===== config.mk =====
export PLATFORM = sky130hd
export DESIGN_NAME = smma_ctrl
export DESIGN_NICKNAME = d
export VERILOG_FILES = /design/src/hw/rtl/smma_pkg.sv /design/src/hw/rtl/smma_ctrl.sv
export SDC_FILE = /design/constraint.sdc
export NUM_CORES = 1
export LEC_CHECK = 0
export BUFFER_PORTS_ARGS = -buffer_cell sky130_fd_sc_hd__buf_4
export CORE_UTILIZATION = 50
export CTS_CLUSTER_DIAMETER = 40
export DETAILED_ROUTE_END_ITERATION = 10
export PLACE_DENSITY = 0.74
export SLEW_MARGIN = 30
export SYNTH_ARGS = -nofsm -noshare
export SYNTH_HDL_FRONTEND = slang
export SYNTH_SLANG_ARGS = --single-unit

===== constraint.sdc =====
create_clock -name clk -period 6.4 [get_ports clk]
set_clock_uncertainty 0.05 [all_clocks]
set_input_delay 0.96 -clock clk [delete_from_list [all_inputs] [get_ports clk]]
set_output_delay 0.96 -clock clk [all_outputs]
set_load 0.03 [all_outputs]

===== src/hw/rtl/smma_pkg.sv =====
// Shared types, codes and helpers for the scaled matrix multiply-accumulate block.
// No dependencies; imported by the controller, the datapath and the top level.
`timescale 1ns / 1ps

package smma_pkg;

    localparam int DEF_MAX_DIM     = 8;
    localparam int DEF_VALUE_WIDTH = 32;
    localparam int FRAC_BITS       = 16;
    localparam int INDEX_W         = 6;
    localparam int CFG_INDEX_W     = 3;

    localparam logic [1:0] ACT_WRITE_A = 2'd0;
    localparam logic [1:0] ACT_WRITE_B = 2'd1;
    localparam logic [1:0] ACT_WRITE_C = 2'd2;
    localparam logic [1:0] ACT_COMPUTE = 2'd3;

    localparam logic [CFG_INDEX_W-1:0] REG_ALPHA  = 3'd0;
    localparam logic [CFG_INDEX_W-1:0] REG_BETA   = 3'd1;
    localparam logic [CFG_INDEX_W-1:0] REG_ROWS   = 3'd2;
    localparam logic [CFG_INDEX_W-1:0] REG_INNER  = 3'd3;
    localparam logic [CFG_INDEX_W-1:0] REG_COLS   = 3'd4;

    localparam logic [1:0] MUL_AB  = 2'd0;
    localparam logic [1:0] MUL_ALO = 2'd1;
    localparam logic [1:0] MUL_AHI = 2'd2;
    localparam logic [1:0] MUL_BC  = 2'd3;

    typedef struct packed {
        logic [1:0]          action;
        logic [INDEX_W-1:0]  element_index;
        logic signed [31:0]  element_value;
    } in_item_t;

    typedef struct packed {
        logic signed [31:0]  result_value;
        logic [INDEX_W-1:0]  result_index;
        logic                last_flag;
    } out_item_t;

    typedef struct packed {
        logic                wr_a;
        logic                wr_b;
        logic                wr_c;
        logic                rd;
        logic                rd_c;
        logic                acc_clr;
        logic [1:0]          mul_sel;
        logic                t_load;
        logic                t_add_hi;
        logic                t_add_c;
        logic                emit;
        logic                last;
        logic [INDEX_W-1:0]  a_addr;
        logic [INDEX_W-1:0]  b_addr;
        logic [INDEX_W-1:0]  c_addr;
    } dp_cmd_t;

    typedef struct packed {
        logic out_busy;
    } dp_status_t;

    function automatic logic [3:0] dim_clamp(input logic [3:0] v, input logic [3:0] max_dim);
        logic [3:0] r;
        if (v == 4'd0)
            r = 4'd1;
        else if (v > max_dim)
            r = max_dim;
        else
            r = v;
        return r;
    endfunction

endpackage


===== src/hw/rtl/smma_ctrl.sv =====
// Sequencing state machine: load address checks, element/inner loop counters, datapath commands.
// Depends on smma_pkg.
`timescale 1ns / 1ps

module smma_ctrl
    import smma_pkg::*;
#(
    parameter int MAX_DIM = DEF_MAX_DIM
)
(
    input  logic        clk,
    input  logic        rst_n,
    input  logic        in_valid,
    output logic        in_stall,
    input  in_item_t    in_data,
    input  logic [3:0]  row_count,
    input  logic [3:0]  inner_count,
    input  logic [3:0]  column_count,
    input  dp_status_t  status,
    output dp_cmd_t     cmd
);

    localparam int DEPTH  = MAX_DIM * MAX_DIM;
    localparam int ADDR_W = (DEPTH > 1) ? $clog2(DEPTH) : 1;
    localparam int CNT_W  = (MAX_DIM > 1) ? $clog2(MAX_DIM) : 1;

    localparam logic [3:0] ST_IDLE     = 4'd0;
    localparam logic [3:0] ST_MAC      = 4'd1;
    localparam logic [3:0] ST_DRAIN0   = 4'd2;
    localparam logic [3:0] ST_DRAIN1   = 4'd3;
    localparam logic [3:0] ST_SCALE_LO = 4'd4;
    localparam logic [3:0] ST_SCALE_HI = 4'd5;
    localparam logic [3:0] ST_SCALE_C  = 4'd6;
    localparam logic [3:0] ST_SUM_C    = 4'd7;
    localparam logic [3:0] ST_EMIT     = 4'd8;

    logic [3:0]        state_reg, state_next;
    logic [CNT_W-1:0]  i_reg, i_next;
    logic [CNT_W-1:0]  j_reg, j_next;
    logic [CNT_W-1:0]  k_reg, k_next;
    logic [ADDR_W-1:0] ij_reg, ij_next;
    logic [ADDR_W-1:0] a_addr_reg, a_addr_next;
    logic [ADDR_W-1:0] b_addr_reg, b_addr_next;
    logic [ADDR_W-1:0] b_base_reg, b_base_next;

    logic [3:0] n_dim, m_dim, p_dim;
    logic       accept;
    logic [6:0] idx_ext;
    logic       idx_in_depth;
    logic       i_last, j_last, k_last;

    assign n_dim = dim_clamp(row_count, 4'(MAX_DIM));
    assign m_dim = dim_clamp(inner_count, 4'(MAX_DIM));
    assign p_dim = dim_clamp(column_count, 4'(MAX_DIM));

    assign in_stall     = (state_reg != ST_IDLE);
    assign accept       = in_valid && !in_stall;
    assign idx_ext      = 7'(in_data.element_index);
    assign idx_in_depth = idx_ext < 7'(DEPTH);

    assign i_last = (4'(i_reg) == n_dim - 4'd1);
    assign j_last = (4'(j_reg) == p_dim - 4'd1);
    assign k_last = (4'(k_reg) == m_dim - 4'd1);

    always_comb
    begin
        state_next  = state_reg;
        i_next      = i_reg;
        j_next      = j_reg;
        k_next      = k_reg;
        ij_next     = ij_reg;
        a_addr_next = a_addr_reg;
        b_addr_next = b_addr_reg;
        b_base_next = b_base_reg;

        cmd          = '0;
        cmd.mul_sel  = MUL_AB;
        cmd.a_addr   = INDEX_W'(a_addr_reg);
        cmd.b_addr   = INDEX_W'(b_addr_reg);
        cmd.c_addr   = INDEX_W'(ij_reg);
        cmd.last     = i_last && j_last;

        case (state_reg)
            ST_IDLE:
            begin
                if (accept)
                begin
                    case (in_data.action)
                        ACT_WRITE_A:
                            cmd.wr_a = idx_in_depth && (idx_ext < 7'(n_dim) * 7'(m_dim));
                        ACT_WRITE_B:
                            cmd.wr_b = idx_in_depth && (idx_ext < 7'(m_dim) * 7'(p_dim));
                        ACT_WRITE_C:
                            cmd.wr_c = idx_in_depth && (idx_ext < 7'(n_dim) * 7'(p_dim));
                        default:
                        begin
                            state_next  = ST_MAC;
                            i_next      = '0;
                            j_next      = '0;
                            k_next      = '0;
                            ij_next     = '0;
                            a_addr_next = '0;
                            b_addr_next = '0;
                            b_base_next = '0;
                        end
                    endcase
                end
            end
            ST_MAC:
            begin
                cmd.rd      = 1'b1;
                cmd.rd_c    = (k_reg == '0);
                cmd.acc_clr = (k_reg == '0);
                a_addr_next = ADDR_W'(a_addr_reg + n_dim);
                b_addr_next = ADDR_W'(b_addr_reg + 1'b1);
                if (k_last)
                begin
                    k_next     = '0;
                    state_next = ST_DRAIN0;
                end
                else
                begin
                    k_next = CNT_W'(k_reg + 1'b1);
                end
            end
            ST_DRAIN0:
                state_next = ST_DRAIN1;
            ST_DRAIN1:
                state_next = ST_SCALE_LO;
            ST_SCALE_LO:
            begin
                cmd.mul_sel = MUL_ALO;
                state_next  = ST_SCALE_HI;
            end
            ST_SCALE_HI:
            begin
                cmd.mul_sel = MUL_AHI;
                cmd.t_load  = 1'b1;
                state_next  = ST_SCALE_C;
            end
            ST_SCALE_C:
            begin
                cmd.mul_sel  = MUL_BC;
                cmd.t_add_hi = 1'b1;
                state_next   = ST_SUM_C;
            end
            ST_SUM_C:
            begin
                cmd.t_add_c = 1'b1;
                state_next  = ST_EMIT;
            end
            ST_EMIT:
            begin
                if (!status.out_busy)
                begin
                    cmd.emit = 1'b1;
                    ij_next  = ADDR_W'(ij_reg + 1'b1);
                    if (i_last && j_last)
                    begin
                        state_next = ST_IDLE;
                    end
                    else if (i_last)
                    begin
                        state_next  = ST_MAC;
                        i_next      = '0;
                        j_next      = CNT_W'(j_reg + 1'b1);
                        b_base_next = ADDR_W'(b_base_reg + m_dim);
                        a_addr_next = '0;
                        b_addr_next = ADDR_W'(b_base_reg + m_dim);
                    end
                    else
                    begin
                        state_next  = ST_MAC;
                        i_next      = CNT_W'(i_reg + 1'b1);
                        a_addr_next = ADDR_W'(i_reg + 1'b1);
                        b_addr_next = b_base_reg;
                    end
                end
            end
            default:
                state_next = ST_IDLE;
        endcase
    end

    always_ff @(posedge clk or negedge rst_n)
    begin
        if (!rst_n)
        begin
            state_reg  <= ST_IDLE;
            i_reg      <= '0;
            j_reg      <= '0;
            k_reg      <= '0;
            ij_reg     <= '0;
            a_addr_reg <= '0;
            b_addr_reg <= '0;
            b_base_reg <= '0;
        end
        else
        begin
            state_reg  <= state_next;
            i_reg      <= i_next;
            j_reg      <= j_next;
            k_reg      <= k_next;
            ij_reg     <= ij_next;
            a_addr_reg <= a_addr_next;
            b_addr_reg <= b_addr_next;
            b_base_reg <= b_base_next;
        end
    end

endmodule


==> flow_summary.toml <==
[run_status]
status = "complete, no violations"

[placed_design]
gp_congestion = 0.822
numPortBuffers = 55
dp_hpwl_um = 7600

[timing]
rsz0062_at_grt = "false"
slew_headroom_pct = 41.2
finalSetupViolCount = 0
fin_setup_tns_ns = 0
post-route-period-util_pct = 87.6
worst_pin_slew_ns = 0.878
whs_ns = 0.424
slew_viol_final = 0
hold_viol_final = 0
fmax_ghz = 0.178
min_period_ns = 5.61

[synthesis]
synth_area_um2 = 4050
syn_area_per_cell_um2 = 8.81
synth_edf_count = 0
yosysSeqAreaShare_pct = 22.8
synth.distinct_cells = 59
async_flop_share_pct = 100
yosysWarnings = 0
synthCells = 460
synthFlopType = "dfrtp_1"
syn_nets = 592
ys_ff_latch = 37

[cts]
cts.repair.resized = 0
cts_buffers = 5
clkTransAtPathRegs_ns = 0.07
root_buffer = "clkbuf_8"
cts_sinks = 37
cts_tree = "yes"
ctsHoldBuffers = 0
clock_path_buffers = 2
cts_setup_buffers = 0
cts_htree_levels = 2
clk_latency_ns = 0.28

[pwr]
p_int_uw = 662
power_frac_seq_pct = 30.3
ir_worst_vdd_v = 0.000258
powerDensity_nw_per_um2 = 270
clockPowerShare_pct = 13.4
p_switching_uw = 582
p_leak_nw = 2.32
netSwitchingFraction_pct = 46.8
comb_power_share_pct = 56.2

[routing]
wl_per_cell_um = 15.6
viasPerCell = 5.76
vias = 3511
drt-total-wl_um = 9550
dr.pass1.iters = 4
ant_nets = 0
route.detailed.drc = 0
drt_first_iter_violations = 123

[run]
drv_cap = 0

[critical_path]
r2r-end = "j_reg[2]$_DFFE_PN0P_"
timing.reg2reg.setup_slack_ns = 3.79
rr_worst_depth = 5
critPathMaxFanout = 9
cp-endpoint = "cmd[30]"
crit_type = "in2out"
critPathLaunch = "row_count[3]"
end_kind = "primary output"
crit_path_start_kind = "input port"
arrival_ns = 4.60
cp.required_ns = 5.39
reg2reg_from = "state_reg[0]$_DFFE_PN0P_"

[floorplan]
die_h_um = 92.0
die_area_um2 = 8470
ios = 88
coreArea_um2 = 7770
initial_core_util_pct = 52.2
fp-row-count = 32
die_width_um = 92.0

[grt]
grt_max_degree = 38
grt_pass1_wl_um = 16100
gr-usage-met2_pct = 42.8
busiest_layer = "met2"
met3_usage_pct = 3.32
track_usage_pct = 23.9
met1_usage_pct = 28.7
first_global_vias = 3500
grt_overflow = 0
antenna_found_initial = 0

[final_layout]
nets = 640
n_antenna_cell = 0
syn2layout_area_growth_pct = 13.6
drive_gt1_share_pct = 15.4
num-fill-cells = 739

[min_path]
holdCritPathClass = "reg2reg"
hold_start = "a_addr_reg[5]$_DFFE_PN0P_"
## area by class of cell
class,instances,area (µm²),share of cell area (%)
Multi-Input combinational cell,373,2910,63.2
Timing Repair Buffer,55,413,8.97
Sequential cell,37,926,20.1
Tap cell,102,128,2.77
Inverter,36,143,3.10
Clock buffer,7,86.3,1.87
## worst min-delay path by stage
stage                     slack (ns)                   endpoint  depth (start not counted)
after detailed placement        0.42  a_addr_reg[5]$_DFFE_PN0P_                          1
after CTS                       0.43  a_addr_reg[5]$_DFFE_PN0P_                          1
after global routing            0.49  a_addr_reg[5]$_DFFE_PN0P_                          1
after global placement          0.42  a_addr_reg[5]$_DFFE_PN0P_                          1
final                           0.42  a_addr_reg[5]$_DFFE_PN0P_                          1
after floorplan                 0.42  b_base_reg[5]$_DFFE_PN0P_                          2
## logic make-up (layout without fill, tap and decap cells)
group,after synthesis,in the layout,share of synthesized area (%)
compound gates,101,101,17.9
xor+xnor,38,38,8.58
fa+ha+maj,76,76,26.1
buf+inv,50,98,5.43
flops,37,37,22.8
mux,5,5,1.27
simple gates,153,153,17.9
## layer usage
layer  wire (µm)  vias to the layer above
met2        4690                      101
li1            -                     1702
met1        4130                     1684
met4         254                        0
met5           0                        -
met3         470                       24
## power by group through the flow
stage	sequential, mW	clock [mW]	combinational (mW)
floorplan	0.424	0	0.451
global placement	0.377	0	0.679
detailed placement	0.381	0	0.700
CTS	0.377	0.171	0.703
global route	0.391	0.177	0.770
finish	0.378	0.167	0.700
## cell usage in the layout, fill, tap and decap left out, types with 12 or more instances in the layout
cell type / count
ha_1: 62
xor2_1: 12
o21ai_0: 17
a21o_1: 12
fa_1: 14
nand2_1: 43
buf_4: 55
a21oi_1: 20
xnor2_1: 24
inv_1: 34
dfrtp_1: 37
nor2_1: 52
## synth_stat cells (all sizes together) (3+ instances only)
cell type	count	area share, %
ha	62	19
nor2	53	5.0
nand2	44	4.3
dfrtp	37	23
inv	35	3.3
xnor2	26	6.0
o21ai	22	2.7
a21oi	20	2.5
fa	14	6.9
a21o	12	2.2
xor2	12	2.6
clkbuf	8	0.74
a31oi	7	1.1
and2	7	1.1
and3	7	1.1
nor2b	7	1.1
o31ai	7	1.6
buf	6	1.2
nand2b	6	0.93
nand3	5	0.62
nor3	5	0.74
or3	5	0.77
a22o	4	0.86
mux2i	4	0.99
nand4	4	0.62
o211ai	4	0.74
o21a	4	0.74
nor3b	3	0.56
o21bai	3	0.56
or4	3	0.56
## critical path: stages
cell and delay (ns):
buf_4 0.15, inv_4 0.11, nand2_1 0.21, inv_1 0.24, nand2_1 0.10, fa_1 0.51, inv_1 0.05, fa_1 0.54
fa_1 0.48, a21o_1 0.19, a21oi_1 0.17, xnor2_1 0.13, a2111o_1 0.42, a31oi_1 0.15, buf_4 0.18
## through the flow
step | area, µm² | power, mW | instances | util (%) | setup slack [ns]
final | 4600 | 1.24 | 610 | 59.3 | 0.794
after global routing | 4600 | 1.34 | 610 | 59.3 | 0.549
after CTS | 4600 | 1.25 | 610 | 59.2 | 0.789
after detailed placement | 4520 | 1.08 | 603 | 58.1 | 0.784
after global placement | 4520 | 1.06 | 603 | 58.1 | 0.855
after floorplan | 4050 | 0.875 | 460 | - | 1.05
Power figures use the tool's default switching activity.
